<file path="config.mk">
export PLATFORM = sky130hd
export DESIGN_NAME = searchable_double_ended_list_top
export DESIGN_NICKNAME = d
export VERILOG_FILES = /design/src/rtl/sdel_pkg.sv /design/src/rtl/searchable_double_ended_list_top.sv /design/src/rtl/sdel_ram.sv /design/src/rtl/sdel_front.sv /design/src/rtl/sdel_back.sv
export SDC_FILE = /design/constraint.sdc
export NUM_CORES = 1
export LEC_CHECK = 0
export ABC_AREA = 0
export BUFFER_PORTS_ARGS = -buffer_cell sky130_fd_sc_hd__buf_2
export CAP_MARGIN = 10
export CORE_AREA = 2 2 323 325
export CTS_CLUSTER_DIAMETER = 150
export DETAILED_ROUTE_END_ITERATION = 8
export DIE_AREA = 0 0 325 327
export PLACE_DENSITY = 0.45
export SLEW_MARGIN = 20
export SYNTH_ARGS = -nofsm -noshare
export SYNTH_HDL_FRONTEND = slang
export SYNTH_SLANG_ARGS = --single-unit
</file>
<file path="constraint.sdc">
create_clock -name clk -period 5.55 [get_ports clk]
set_input_delay 0 -clock clk [delete_from_list [all_inputs] [get_ports clk]]
set_output_delay 0 -clock clk [all_outputs]
set_load 0.05 [all_outputs]
</file>
<file path="src/rtl/sdel_pkg.sv">
// ----------------------------------------------------------------------------
// sdel_pkg: shared types and constants for the searchable double-ended list
// Word formats, operation classes and result status codes.
// ----------------------------------------------------------------------------
package sdel_pkg;

  // default list depth
  localparam int DEF_CAPACITY = 16;

  // fixed field widths
  localparam int MODE_W = 3;
  localparam int DATA_W = 32;
  localparam int STAT_W = 2;
  localparam int POS_W  = 4;
  localparam int OCC_W  = 5;

  // command mode codes as seen on the input word
  localparam logic [MODE_W-1:0] MODE_PUSH_FRONT = 3'd0;
  localparam logic [MODE_W-1:0] MODE_PUSH_BACK  = 3'd1;
  localparam logic [MODE_W-1:0] MODE_POP_FRONT  = 3'd2;
  localparam logic [MODE_W-1:0] MODE_POP_BACK   = 3'd3;
  localparam logic [MODE_W-1:0] MODE_SEARCH     = 3'd4;
  localparam logic [MODE_W-1:0] MODE_UPDATE     = 3'd5;

  // result status codes
  localparam logic [STAT_W-1:0] STATUS_OK       = 2'd0;
  localparam logic [STAT_W-1:0] STATUS_EMPTY    = 2'd1;
  localparam logic [STAT_W-1:0] STATUS_FULL     = 2'd2;
  localparam logic [STAT_W-1:0] STATUS_NOTFOUND = 2'd3;

  // operation class after decode
  typedef enum logic [2:0] {
    OP_PUSH_FRONT = 3'd0,
    OP_PUSH_BACK  = 3'd1,
    OP_POP_FRONT  = 3'd2,
    OP_POP_BACK   = 3'd3,
    OP_SEARCH     = 3'd4,
    OP_UPDATE     = 3'd5,
    OP_NOP        = 3'd6
  } op_t;

  // input word
  typedef struct packed {
    logic [MODE_W-1:0]        mode;
    logic signed [DATA_W-1:0] value;
    logic signed [DATA_W-1:0] new_value;
  } in_item_t;

  // result word
  typedef struct packed {
    logic [STAT_W-1:0]        status;
    logic [POS_W-1:0]         position;
    logic signed [DATA_W-1:0] removed_value;
    logic [OCC_W-1:0]         occupancy;
  } out_item_t;

  // classified command held in the queue
  typedef struct packed {
    op_t                      op;
    logic signed [DATA_W-1:0] value;
    logic signed [DATA_W-1:0] new_value;
  } cmd_t;

  // queue status toward the back end
  typedef struct packed {
    logic vld;
    cmd_t cmd;
  } q_head_t;

endpackage

</file>
<file path="src/rtl/searchable_double_ended_list_top.sv">
// ----------------------------------------------------------------------------
// searchable_double_ended_list_top: bounded deque with search and update
// Front end decodes commands into a short queue; back end runs them on a
// circular list held in RAM.
//
//   channel  ports                      flow
//   -------  -------------------------  ----------------------------------
//   input    start, busy, in_data       word taken when start && !busy
//   result   out_valid, out_data        one-cycle strobe, cannot be held
//
// Push, unused modes and any command on an empty list are answered straight
// from the idle state; pop takes one RAM read in a pop state; search and
// update scan the list, reading one entry per cycle, until a hit or the last
// entry. The two-entry queue raises busy when full.
// Reset (rst_n low, synchronous) empties the list; entries are not cleared.
// ----------------------------------------------------------------------------
module searchable_double_ended_list_top #(
  parameter int CAPACITY = sdel_pkg::DEF_CAPACITY
) (
  input  logic                clk,
  input  logic                rst_n,
  input  logic                start,
  output logic                busy,
  input  sdel_pkg::in_item_t  in_data,
  output logic                out_valid,
  output sdel_pkg::out_item_t out_data
);
  import sdel_pkg::*;

  q_head_t head;
  logic    deq;

  // intake and classify
  sdel_front u_front (
    .clk    (clk),
    .rst_n  (rst_n),
    .start  (start),
    .busy   (busy),
    .in_data(in_data),
    .deq    (deq),
    .head   (head)
  );

  // execute on the list
  sdel_back #(
    .CAPACITY(CAPACITY)
  ) u_back (
    .clk      (clk),
    .rst_n    (rst_n),
    .head     (head),
    .deq      (deq),
    .out_valid(out_valid),
    .out_data (out_data)
  );

endmodule

</file>
<file path="src/rtl/sdel_ram.sv">
// ----------------------------------------------------------------------------
// sdel_ram: generic single-write, single-read RAM
// One write port and one read port with registered read data.
// ----------------------------------------------------------------------------
module sdel_ram #(
  parameter int WIDTH = 32,
  parameter int DEPTH = 16
) (
  input  logic                     clk,
  input  logic                     we,
  input  logic [$clog2(DEPTH)-1:0] waddr,
  input  logic [WIDTH-1:0]         wdata,
  input  logic [$clog2(DEPTH)-1:0] raddr,
  output logic [WIDTH-1:0]         rdata
);

  logic [WIDTH-1:0] mem_r [DEPTH];
  logic [WIDTH-1:0] rdata_r;

  // write port
  always_ff @(posedge clk) begin
    if (we) begin
      mem_r[waddr] <= wdata;
    end
  end

  // registered read port
  always_ff @(posedge clk) begin
    rdata_r <= mem_r[raddr];
  end

  assign rdata = rdata_r;

endmodule

</file>
<file path="src/rtl/sdel_front.sv">
// ----------------------------------------------------------------------------
// sdel_front: command intake
// Accepts input words, decodes the mode into an operation class and holds
// them in a two-entry queue for the execution side.
// ----------------------------------------------------------------------------
module sdel_front (
  input  logic               clk,
  input  logic               rst_n,
  input  logic               start,
  output logic               busy,
  input  sdel_pkg::in_item_t in_data,
  input  logic               deq,
  output sdel_pkg::q_head_t  head
);
  import sdel_pkg::*;

  localparam int QDEPTH = 2;

  cmd_t       q_mem_r [QDEPTH];
  logic       wr_ptr_r, wr_ptr_nxt;
  logic       rd_ptr_r, rd_ptr_nxt;
  logic [1:0] q_cnt_r, q_cnt_nxt;
  logic       enq;
  logic       do_deq;
  cmd_t       new_cmd;

  // mode decode
  always_comb begin
    new_cmd.value     = in_data.value;
    new_cmd.new_value = in_data.new_value;
    unique case (in_data.mode)
      MODE_PUSH_FRONT: new_cmd.op = OP_PUSH_FRONT;
      MODE_PUSH_BACK:  new_cmd.op = OP_PUSH_BACK;
      MODE_POP_FRONT:  new_cmd.op = OP_POP_FRONT;
      MODE_POP_BACK:   new_cmd.op = OP_POP_BACK;
      MODE_SEARCH:     new_cmd.op = OP_SEARCH;
      MODE_UPDATE:     new_cmd.op = OP_UPDATE;
      default:         new_cmd.op = OP_NOP;
    endcase
  end

  // queue control
  assign busy   = (q_cnt_r == 2'(QDEPTH));
  assign enq    = start && !busy;
  assign do_deq = deq && (q_cnt_r != 2'd0);

  always_comb begin
    wr_ptr_nxt = enq ? ~wr_ptr_r : wr_ptr_r;
    rd_ptr_nxt = do_deq ? ~rd_ptr_r : rd_ptr_r;
    q_cnt_nxt  = q_cnt_r + 2'(enq) - 2'(do_deq);
  end

  always_ff @(posedge clk) begin
    if (!rst_n) begin
      wr_ptr_r <= 1'b0;
      rd_ptr_r <= 1'b0;
      q_cnt_r  <= 2'd0;
    end else begin
      wr_ptr_r <= wr_ptr_nxt;
      rd_ptr_r <= rd_ptr_nxt;
      q_cnt_r  <= q_cnt_nxt;
    end
  end

  // queue storage
  always_ff @(posedge clk) begin
    if (enq) begin
      q_mem_r[wr_ptr_r] <= new_cmd;
    end
  end

  assign head.vld = (q_cnt_r != 2'd0);
  assign head.cmd = q_mem_r[rd_ptr_r];

`ifndef ASSERT_OFF
  // queue never overfills
  a_q_bound: assert property (@(posedge clk) disable iff (!rst_n)
    q_cnt_r <= 2'(QDEPTH))
    else $error("command queue over capacity");
`endif

endmodule

</file>
<file path="src/rtl/sdel_back.sv">
// ----------------------------------------------------------------------------
// sdel_back: list execution
// Holds the circular list, carries out one queued command at a time and
// drives the one-cycle result strobe. Search walks the entries through the
// RAM read port, one entry per cycle.
// ----------------------------------------------------------------------------
module sdel_back #(
  parameter int CAPACITY = sdel_pkg::DEF_CAPACITY
) (
  input  logic                clk,
  input  logic                rst_n,
  input  sdel_pkg::q_head_t   head,
  output logic                deq,
  output logic                out_valid,
  output sdel_pkg::out_item_t out_data
);
  import sdel_pkg::*;

  localparam int IDX_W = $clog2(CAPACITY);
  localparam int CNT_W = $clog2(CAPACITY + 1);
  localparam int SUM_W = IDX_W + 1;

  typedef enum logic [2:0] {
    ST_IDLE = 3'b001,
    ST_POP  = 3'b010,
    ST_SCAN = 3'b100
  } state_t;

  state_t           state_r, state_nxt;
  cmd_t             cmd_r, cmd_nxt;
  logic [CNT_W-1:0] count_r, count_nxt;
  logic [IDX_W-1:0] front_r, front_nxt;
  logic [CNT_W-1:0] issue_k_r, issue_k_nxt;
  logic [IDX_W-1:0] cmp_k_r, cmp_k_nxt;
  logic             cmp_vld_r, cmp_vld_nxt;
  logic             out_vld_r, out_vld_nxt;
  out_item_t        out_item_r, out_item_nxt;

  logic              ram_we;
  logic [IDX_W-1:0]  ram_waddr;
  logic [DATA_W-1:0] ram_wdata;
  logic [IDX_W-1:0]  ram_raddr;
  logic [DATA_W-1:0] ram_rdata;

  // physical slot of logical position k
  function automatic logic [IDX_W-1:0] slot_of(input logic [IDX_W-1:0] base,
                                               input logic [CNT_W-1:0] k);
    logic [SUM_W-1:0] s;
    s = SUM_W'(base) + SUM_W'(k);
    if (s >= SUM_W'(CAPACITY)) begin
      s = s - SUM_W'(CAPACITY);
    end
    return s[IDX_W-1:0];
  endfunction

  // entry storage
  sdel_ram #(
    .WIDTH(DATA_W),
    .DEPTH(CAPACITY)
  ) u_entries (
    .clk  (clk),
    .we   (ram_we),
    .waddr(ram_waddr),
    .wdata(ram_wdata),
    .raddr(ram_raddr),
    .rdata(ram_rdata)
  );

  // command sequencer
  always_comb begin
    state_nxt    = state_r;
    cmd_nxt      = cmd_r;
    count_nxt    = count_r;
    front_nxt    = front_r;
    issue_k_nxt  = issue_k_r;
    cmp_k_nxt    = cmp_k_r;
    cmp_vld_nxt  = 1'b0;
    out_vld_nxt  = 1'b0;
    out_item_nxt = out_item_r;
    deq          = 1'b0;
    ram_we       = 1'b0;
    ram_waddr    = front_r;
    ram_wdata    = cmd_r.value;
    ram_raddr    = slot_of(front_r, issue_k_r);

    unique case (state_r)
      ST_IDLE: begin
        if (head.vld) begin
          deq     = 1'b1;
          cmd_nxt = head.cmd;
          out_item_nxt.status        = STATUS_OK;
          out_item_nxt.position      = '0;
          out_item_nxt.removed_value = '0;
          out_item_nxt.occupancy     = OCC_W'(count_r);
          unique case (head.cmd.op) inside
            OP_PUSH_FRONT, OP_PUSH_BACK: begin
              out_vld_nxt = 1'b1;
              if (count_r == CNT_W'(CAPACITY)) begin
                out_item_nxt.status = STATUS_FULL;
              end else begin
                ram_we    = 1'b1;
                ram_wdata = head.cmd.value;
                if (head.cmd.op == OP_PUSH_FRONT) begin
                  front_nxt = (front_r == '0) ? IDX_W'(CAPACITY - 1)
                                              : front_r - IDX_W'(1);
                  ram_waddr = front_nxt;
                end else begin
                  ram_waddr = slot_of(front_r, count_r);
                end
                count_nxt              = count_r + CNT_W'(1);
                out_item_nxt.occupancy = OCC_W'(count_nxt);
              end
            end
            OP_POP_FRONT, OP_POP_BACK: begin
              if (count_r == '0) begin
                out_vld_nxt         = 1'b1;
                out_item_nxt.status = STATUS_EMPTY;
              end else begin
                ram_raddr = (head.cmd.op == OP_POP_FRONT) ? front_r
                          : slot_of(front_r, count_r - CNT_W'(1));
                state_nxt = ST_POP;
              end
            end
            OP_SEARCH, OP_UPDATE: begin
              if (count_r == '0) begin
                out_vld_nxt         = 1'b1;
                out_item_nxt.status = STATUS_NOTFOUND;
              end else begin
                issue_k_nxt = '0;
                state_nxt   = ST_SCAN;
              end
            end
            default: begin
              out_vld_nxt = 1'b1;
            end
          endcase
        end
      end

      // read data of the popped slot is valid here
      ST_POP: begin
        if (cmd_r.op == OP_POP_FRONT) begin
          front_nxt = (front_r == IDX_W'(CAPACITY - 1)) ? '0 : front_r + IDX_W'(1);
        end
        count_nxt                  = count_r - CNT_W'(1);
        out_vld_nxt                = 1'b1;
        out_item_nxt.removed_value = ram_rdata;
        out_item_nxt.occupancy     = OCC_W'(count_nxt);
        state_nxt                  = ST_IDLE;
      end

      // issue one read per cycle, compare the one issued last cycle
      ST_SCAN: begin
        if (issue_k_r < count_r) begin
          issue_k_nxt = issue_k_r + CNT_W'(1);
          cmp_vld_nxt = 1'b1;
          cmp_k_nxt   = issue_k_r[IDX_W-1:0];
        end
        if (cmp_vld_r) begin
          if (ram_rdata == cmd_r.value) begin
            out_vld_nxt           = 1'b1;
            out_item_nxt.position = POS_W'(cmp_k_r);
            cmp_vld_nxt           = 1'b0;
            state_nxt             = ST_IDLE;
            if (cmd_r.op == OP_UPDATE) begin
              ram_we    = 1'b1;
              ram_waddr = slot_of(front_r, CNT_W'(cmp_k_r));
              ram_wdata = cmd_r.new_value;
            end
          end else if (CNT_W'(cmp_k_r) == count_r - CNT_W'(1)) begin
            out_vld_nxt         = 1'b1;
            out_item_nxt.status = STATUS_NOTFOUND;
            cmp_vld_nxt         = 1'b0;
            state_nxt           = ST_IDLE;
          end
        end
      end

      default: begin
        state_nxt = ST_IDLE;
      end
    endcase
  end

  // control state
  always_ff @(posedge clk) begin
    if (!rst_n) begin
      state_r   <= ST_IDLE;
      count_r   <= '0;
      front_r   <= '0;
      issue_k_r <= '0;
      cmp_vld_r <= 1'b0;
      out_vld_r <= 1'b0;
    end else begin
      state_r   <= state_nxt;
      count_r   <= count_nxt;
      front_r   <= front_nxt;
      issue_k_r <= issue_k_nxt;
      cmp_vld_r <= cmp_vld_nxt;
      out_vld_r <= out_vld_nxt;
    end
  end

  // payload
  always_ff @(posedge clk) begin
    cmd_r      <= cmd_nxt;
    cmp_k_r    <= cmp_k_nxt;
    out_item_r <= out_item_nxt;
  end

  assign out_valid = out_vld_r;
  assign out_data  = out_item_r;

`ifndef ASSERT_OFF
  // fill level stays within the list depth
  a_count_bound: assert property (@(posedge clk) disable iff (!rst_n)
    count_r <= CNT_W'(CAPACITY))
    else $error("entry count above capacity");

  // front pointer stays on a real slot
  a_front_bound: assert property (@(posedge clk) disable iff (!rst_n)
    front_r <= IDX_W'(CAPACITY - 1))
    else $error("front pointer out of range");

  // occupancy only moves together with a result strobe
  a_count_with_result: assert property (@(posedge clk) disable iff (!rst_n)
    (count_r != $past(count_r)) |-> out_vld_r)
    else $error("occupancy changed without a result");

  // a new command is only taken when the sequencer is idle
  a_deq_idle: assert property (@(posedge clk) disable iff (!rst_n)
    deq |-> (state_r == ST_IDLE) && head.vld)
    else $error("command taken while busy");
`endif

endmodule
</file>
==> run_results.csv, run 1 <==
group,metric,value,unit
clock_network,cts_made_buffers,88,
route,drtAntennaViolNets,0,
logic_synthesis,synth-edff-count,760,
logic_synthesis,yosysSeqAreaShare,0.7310,
timing,max-slew-margin-rel,0.2972,
timing,timing.setup.tns,0,ns
route,met3WireLength,3.244,mm
finish,fin_nets,2313,
placement,placed_cells,3437,
route,drc,0,
setup_path,start_kind,"register",
min_path,hp-start,"in_data[27]",
floorplan,rows,118,
timing,setup_viol,0,
global_route,grt_pass1_vias,18290,
setup_path,cp_top_family,"multiplexers",
route,drt_iter0_drc,1304,
placement,dpl.hpwl,51.36,mm
route,drt_wl_total,83.18,mm
clock_network,ctsHtreeMaxLevel,3,
floorplan,die_area,106300,µm²
logic_synthesis,avgSynthCellArea,16.40,µm²
setup_path,worst_path_max_delay_cell,"mux2i_4",
route,met1_length,37.03,mm
clock_network,cts_buffer_depth,3,
status,outcome,"complete, no violations",
logic_synthesis,yosysTopAreaCellShare,0.6968,
floorplan,die-width,325,µm
logic_synthesis,synth_cell_types,63,
global_route,grt_overflow,0,
logic_synthesis,ys.flop_type,"edfxtp_1",
logic_synthesis,ys_top_cells_by_area,"edfxtp_1 (70%), mux2i_1 (4.1%), mux2_2 (4.1%)",
finish,mostFrequentLayoutCells,"edfxtp_1 (760), mux2i_1 (135), nand2_1 (126)",
logic_synthesis,syn-instance-count,1997,
logic_synthesis,async_flop_share,0,
setup_path,crit_required,6.03,ns
route,wl_met2,41.16,mm
timing,drv_slew,0,
setup_path,crit_buf_inv,2,
setup_path,crit_start,"u_back.count_r[0]$_SDFFE_PN0P_",
finish,area_growth,18.49,%
setup_path,crit_fanout,44,
power,leakagePower,13.06,nW
floorplan,die_height,327,µm
route,vias,17910,
finish,fin_util,0.3771,
min_path,hp-class,"input pin to register",
global_route,grt_pass1_wl,122.5,mm
global_route,grt_max_degree,70,
route,vias_per_cell,4.885,
logic_synthesis,synth_nets,2094,
setup_path,critPathKind,"register to register",
logic_synthesis,yosysTopAreaCell,"edfxtp_1",
floorplan,initial_core_util,0.3183,
clock_network,post_cts_buffers,0,
timing,grt_setup_unrepaired,"no",
setup_path,cp_slowest_stage_delay,0.95,ns
route,top_layer,"met4",
timing,final.min_clock_period,4.340,ns
timing,fmax,230.4,MHz
global_route,grt_antenna_before_repair,2,
power,peakVddDrop,317.5,µV
finish,fillCellCount,9665,
clock_network,root_buffer,"clkbuf_16",
finish,final_cells,3666,
clock_network,cts_hold_buf,69,
timing,finalHoldViolCount,0,
route,first_pass_iters,5,
floorplan,core,102900,µm²
logic_synthesis,synth_area,32750,µm²
floorplan,ios,115,
placement,gp_congestion,0.8101,
power,power_density,500.8,nW/µm²
placement,io_buffers,114,
logic_synthesis,ys_ff_latch,816,
timing,fin_skew,0.03106,ns
clock_network,clk_latency,0.65,ns
route,wl_per_cell,22.69,µm
setup_path,r2r_start,"u_back.count_r[0]$_SDFFE_PN0P_",
clock_network,cts_tree,"built",
clock_network,clock_sinks,816,
setup_path,crit_chain,"inv_1 -> ha_1 -> nor4b_2 -> a2111oi_4 -> mux2i_4 -> buf_12 -> mux2_2 -> o211ai_1 -> nand4_1",
setup_path,cp-end-kind,"register",
finish,final_layout_size_suffix_gt1_frac,0.1996,
timing,finalCritPeriodShare,0.7819,
finish,final_common_cell,"edfxtp_1",
clock_network,cts.repair.resized,0,
global_route,grt_util_all_layers,0.1545,
setup_path,arrival,4.82,ns
clock_network,path_clk_slew,0.06,ns
job,drv_cap,0,
timing,tightest_slew,1.032,ns
logic_synthesis,yosys_warnings,0,
final timing paths:
kind,endpoint,slack [ns],cells past startpoint
setup / recovery,u_back.u_entries.rdata[30]$_DFF_P_,1.21,9
hold / removal,u_front.q_mem_r[1][27]$_DFFE_PP_,0.07,2
setup reg to reg,u_back.u_entries.rdata[30]$_DFF_P_,1.21,9
hold reg to reg,u_back.issue_k_r[4]$_SDFFE_PN0P_,0.51,2
routing by layer:
layer  up-vias  GRT usage
li1       8282          -
met4         0    0.03975
met3       110    0.02555
met2       333     0.2640
met1      9183     0.2044
met5         -          0
layout make-up:
cell class,instances,area (µm²),area share
Sequential cell,816,23950,0.6170
Multi-Input combinational cell,1044,8404,0.2166
Clock buffer,118,2345,0.06042
Timing Repair Buffer,245,1839,0.04739
Tap cell,1380,1727,0.04449
Clock inverter,41,466.7,0.01203
Inverter,21,78.83,0.002031
Antenna cell,1,2.502,0.00006448
cell usage after synthesis, types with 5 or more instances:
master	count
a221o_1	32
a211o_1	33
buf_1	5
nand4_1	36
o21ai_0	19
edfxtp_1	760
nor2_1	38
mux2_1	46
mux2_2	118
inv_1	21
o211a_1	5
o211ai_1	99
a21oi_1	17
buf_2	22
a211oi_1	35
xnor2_1	13
ha_1	23
and3_1	73
clkbuf_1	82
nor3b_1	5
nand3_1	19
dfxtp_1	56
a21boi_0	8
nor2b_1	36
nor3_1	11
a21o_1	6
mux2i_1	135
nand2_1	128
and2_1	9
xor2_1	40
nor4_1	11
state kept, by name (all words and copies together), names as in the netlist, 2 cells and up, named ones only:
signal,flops
u_back.front_r,4
u_back.cmd_r,67
u_back.cmp_k_r,4
u_back.u_entries.mem_r,512
u_back.out_data,43
u_front.q_mem_r,134
u_back.state_r,3
u_back.count_r,5
u_back.u_entries.rdata,32
u_front.q_cnt_r,2
u_back.issue_k_r,5
where the power goes:
group / internal, mW / switching, mW
Sequential: 8.39 / 0.526
Combinational: 1.44 / 3.35
Clock: 3.35 / 2.38
Total: 13.2 / 6.26
per-stage QoR:
stage	area, µm²	power, mW	hold slack, ns	setup WS [ns]
2_1_floorplan	32750	11.97	0.09887	0.5406
3_5_place_dp	35310	13.89	0.1934	1.041
3_3_place_gp	35310	13.84	0.1866	1.050
6_report	38810	19.44	0.07414	1.210
4_1_cts	38810	19.73	0.02508	1.051
5_1_grt	38810	20.33	0.04290	0.9188
kinds of logic after synthesis:
| family | Yosys count | share of synthesized area |
|---|---|---|
| flip-flops | 816 | 0.7310 |
| AND/OR/NAND/NOR | 384 | 0.06066 |
| multiplexers | 300 | 0.09806 |
| AO/OA/AOI/OAI | 280 | 0.06708 |
| buffers and inverters | 137 | 0.01780 |
| XOR/XNOR | 53 | 0.01417 |
| adder cells (fa/ha/maj) | 27 | 0.01123 |
(Power assumes the default switching activity.)
==> run 2: changes to the inputs <==
--- a/config.mk
+++ b/config.mk
@@ -5,14 +5,14 @@
 export SDC_FILE = /design/constraint.sdc
 export NUM_CORES = 1
 export LEC_CHECK = 0
-export ABC_AREA = 0
+export ABC_AREA = 1
 export BUFFER_PORTS_ARGS = -buffer_cell sky130_fd_sc_hd__buf_2
 export CAP_MARGIN = 10
-export CORE_AREA = 2 2 323 325
+export CORE_AREA = 2 2 337 339
 export CTS_CLUSTER_DIAMETER = 150
 export DETAILED_ROUTE_END_ITERATION = 8
-export DIE_AREA = 0 0 325 327
-export PLACE_DENSITY = 0.45
+export DIE_AREA = 0 0 339 341
+export PLACE_DENSITY = 0.46
 export SLEW_MARGIN = 20
 export SYNTH_ARGS = -nofsm -noshare
 export SYNTH_HDL_FRONTEND = slang
==> constraint.sdc (replaced) <==
create_clock -name clk -period 3.7 [get_ports clk]
set_input_delay 0 -clock clk [delete_from_list [all_inputs] [get_ports clk]]
set_output_delay 0 -clock clk [all_outputs]
set_load 0.05 [all_outputs]
==> run_results.csv, run 2 <==
group,metric,value,unit
logic_synthesis,synth_cell_types,43,
clock_network,cts_tree,"built",
setup_path,crit_start,"u_back.count_r[0]$_SDFFE_PN0P_",
route,vias_per_cell,4.583,
logic_synthesis,ys_ff_latch,816,
clock_network,cts_made_buffers,87,
finish,fin_util,0.3797,
finish,reg_top3,"u_back.u_entries.mem_r: 512 flops, u_front.q_mem_r: 134 flops, u_back.cmd_r: 67 flops",
route,vias,23780,
floorplan,initial_core_util,0.3184,
global_route,grt_max_degree,72,
setup_path,r2r_start,"u_back.count_r[0]$_SDFFE_PN0P_",
power,power_density,964.4,nW/µm²
setup_path,rr_endpoint,"u_back.u_entries.rdata[10]$_DFF_P_",
finish,fillCellCount,11080,
finish,final_common_cell,"nand2_1",
logic_synthesis,yosysTopAreaCellShare,0.6406,
power,leakagePower,17.61,nW
logic_synthesis,avgSynthCellArea,10.60,µm²
finish,n_antenna_cell,0,
floorplan,die-width,339,µm
setup_path,critPathKind,"register to register",
placement,dpl.hpwl,62.51,mm
timing,fmax,295.6,MHz
global_route,grt_util_all_layers,0.1750,
logic_synthesis,synth_nets,3457,
logic_synthesis,ys_top_cells_by_area,"edfxtp_1 (64%), nand2_1 (8.2%), nand3_1 (7.1%)",
floorplan,ios,115,
setup_path,r2r_cells,13,
timing,max-slew-margin-rel,0.3123,
global_route,grt_pass1_wl,151.6,mm
power,clkPwrFrac,0.209,
timing,fin_skew,0.03208,ns
setup_path,cp-end-kind,"register",
route,first_pass_iters,7,
setup_path,rrSetupSlack,0.32,ns
clock_network,path_clk_slew,0.06,ns
logic_synthesis,synth-edff-count,760,
logic_synthesis,yosysMostFrequentCell,"nand2_1",
clock_network,cts_buffer_depth,3,
route,drt_wl_total,101.8,mm
timing,final.min_clock_period,3.383,ns
finish,area_growth,19.25,%
timing,finalCritPeriodShare,0.9143,
setup_path,crit_required,4.18,ns
job,drv_cap,0,
power,p_int,23.37,mW
logic_synthesis,yosysSeqAreaShare,0.6721,
power,switching_share,0.4296,
logic_synthesis,synth_area,35620,µm²
floorplan,die_height,341,µm
route,drtAntennaViolNets,0,
logic_synthesis,yosysTopAreaCell,"edfxtp_1",
setup_path,start_kind,"register",
global_route,grt_pass1_vias,23280,
timing,setup_viol,0,
power,peakVddDrop,683.6,µV
timing,grt_setup_unrepaired,"no",
floorplan,rows,123,
finish,largest_reg_flops,512,
timing,finalHoldViolCount,0,
floorplan,die_area,115600,µm²
logic_synthesis,synthTopCellsByCount,"nand2_1 (775), edfxtp_1 (760), inv_1 (656), nand3_1 (502), nor2_1 (108)",
min_path,hp-class,"input pin to register",
placement,io_buffers,114,
route,wl_per_cell,19.62,µm
finish,largest_register,"u_back.u_entries.mem_r",
logic_synthesis,async_flop_share,0,
timing,tightest_slew,1.032,ns
clock_network,post_cts_buffers,0,
clock_network,root_buffer,"clkbuf_16",
global_route,grt_antenna_before_repair,2,
clock_network,clk_latency,0.66,ns
finish,fin_nets,3713,
logic_synthesis,ys.flop_type,"edfxtp_1",
placement,gp_congestion,0.8534,
placement,placed_cell_area,39010,µm²
setup_path,endpoint,"u_back.u_entries.rdata[10]$_DFF_P_",
floorplan,core,111900,µm²
finish,mostFrequentLayoutCells,"nand2_1 (773), edfxtp_1 (760), inv_1 (654)",
power,power_frac_comb,0.446,
setup_path,crit_fanout,37,
power,power_frac_seq,0.345,
finish,final_layout_size_suffix_gt1_frac,0.1271,
status,outcome,"complete, no violations",
clock_network,ctsHtreeMaxLevel,3,
timing,drv_slew,0,
logic_synthesis,yosys_warnings,0,
logic_synthesis,syn-instance-count,3360,
route,drc,0,
route,drt_iter0_drc,1717,
finish,stdcell_area,42480,µm²
power,p_sw,17.60,mW
global_route,grt_overflow,0,
clock_network,clock_sinks,816,
setup_path,arrival,3.87,ns
==> run 2: cell count changes after synthesis, sizes merged, moves of 44 or more <==
cell	delta
a21oi	+44
and3	-71
buf	+57
inv	+639
mux2	-103
mux2i	-133
nand2	+649
nand3	+484
nor2	+70
o21ai	+50
==> run 2: kinds of logic (layout without fill, tap and decap cells) <==
| logic type | after synthesis | in the layout | synth area share |
|---|---|---|---|
| simple gates | 1416 | 1417 | 0.1696 |
| flops | 816 | 816 | 0.6721 |
| buf+inv | 806 | 1135 | 0.08784 |
| compound gates | 208 | 208 | 0.03438 |
| mux | 64 | 64 | 0.02013 |
| fa+ha+maj | 27 | 27 | 0.01033 |
| xor+xnor | 23 | 23 | 0.005655 |
==> run 2: how the worst min path moves through the flow <==
stage / from / end / slack, ns / depth (start not counted)
CTS: in_data[30] / u_front.q_mem_r[1][30]$_DFFE_PP_ / 0.03 / 2
global placement: in_data[17] / u_front.q_mem_r[1][17]$_DFFE_PP_ / 0.19 / 1
global route: in_data[55] / u_front.q_mem_r[0][55]$_DFFE_PP_ / 0.05 / 2
detailed placement: in_data[19] / u_front.q_mem_r[1][19]$_DFFE_PP_ / 0.19 / 1
floorplan: in_data[0] / u_front.q_mem_r[0][0]$_DFFE_PP_ / 0.1 / 0
finish: in_data[17] / u_front.q_mem_r[0][17]$_DFFE_PP_ / 0.07 / 2
==> run 2: through the flow <==
| stage | power (mW) | hold WS (ns) | TNS [ns] | setup slack, ns | std cells |
|---|---|---|---|---|---|
| final | 40.97 | 0.06832 | 0 | 0.3169 | 5190 |
| after detailed placement | 32.67 | 0.1932 | 0 | 0.1809 | 4955 |
| after global placement | 32.68 | 0.1894 | 0 | 0.2120 | 4953 |
| after floorplan | 25.24 | 0.09887 | -10.84 | -0.04251 | 3360 |
| after CTS | 41.38 | 0.03026 | 0 | 0.1516 | 5187 |
| after global routing | 43.59 | 0.04563 | 0 | 0.02873 | 5190 |
==> run 2: power by group through the flow <==
stage                     registers, mW  clock network, mW  logic [mW]
after floorplan                    14.7                  0        10.5
after global placement             14.3                  0        18.3
after detailed placement           14.3                  0        18.3
after CTS                          14.2               8.75        18.5
after global routing               14.2               9.14        20.2
final                              14.1               8.56        18.3
==> run 2: cell type report <==
| type | instances | area, µm² | area share |
|---|---|---|---|
| Tap cell | 1500 | 1877 | 0.04418 |
| Clock buffer | 114 | 2360 | 0.05555 |
| Clock inverter | 49 | 394.1 | 0.009278 |
| Multi-Input combinational cell | 1739 | 8760 | 0.2062 |
| Sequential cell | 816 | 23950 | 0.5637 |
| Timing Repair Buffer | 310 | 2656 | 0.06253 |
| Inverter | 662 | 2489 | 0.05858 |
==> run 2: worst max-delay path, cell delays in order, from the launching register on <==
cell,delay (ns)
dfxtp_1,0.43
inv_1,0.17
ha_1,0.27
nand3_1,0.12
nor2_1,0.11
nor3_4,0.46
nand3_2,0.35
nand2_8,0.42
buf_12,0.26
nand2_1,0.08
nand3_1,0.09
nand3_1,0.07
nand3_1,0.13
nand2_1,0.18
==> run 2: timing repair <==
| item | 4_1_cts | 5_1_grt |
|---|---|---|
| hold buffers | 69 | 0 |
| setup endpoints to repair | 0 | 4 |
| resized for setup | 0 | 1 |
| hold endpoints to repair | 158 | 0 |
==> run 2: routing by layer <==
metal | GRT usage | part of all wire | up-vias
li1 | - | - | 11600
met1 | 0.2436 | 0.46 | 11500
met2 | 0.2792 | 0.46 | 537
met3 | 0.02496 | 0.045 | 143
met4 | 0.06157 | 0.034 | 2
met5 | 0 | 0.000079 | -
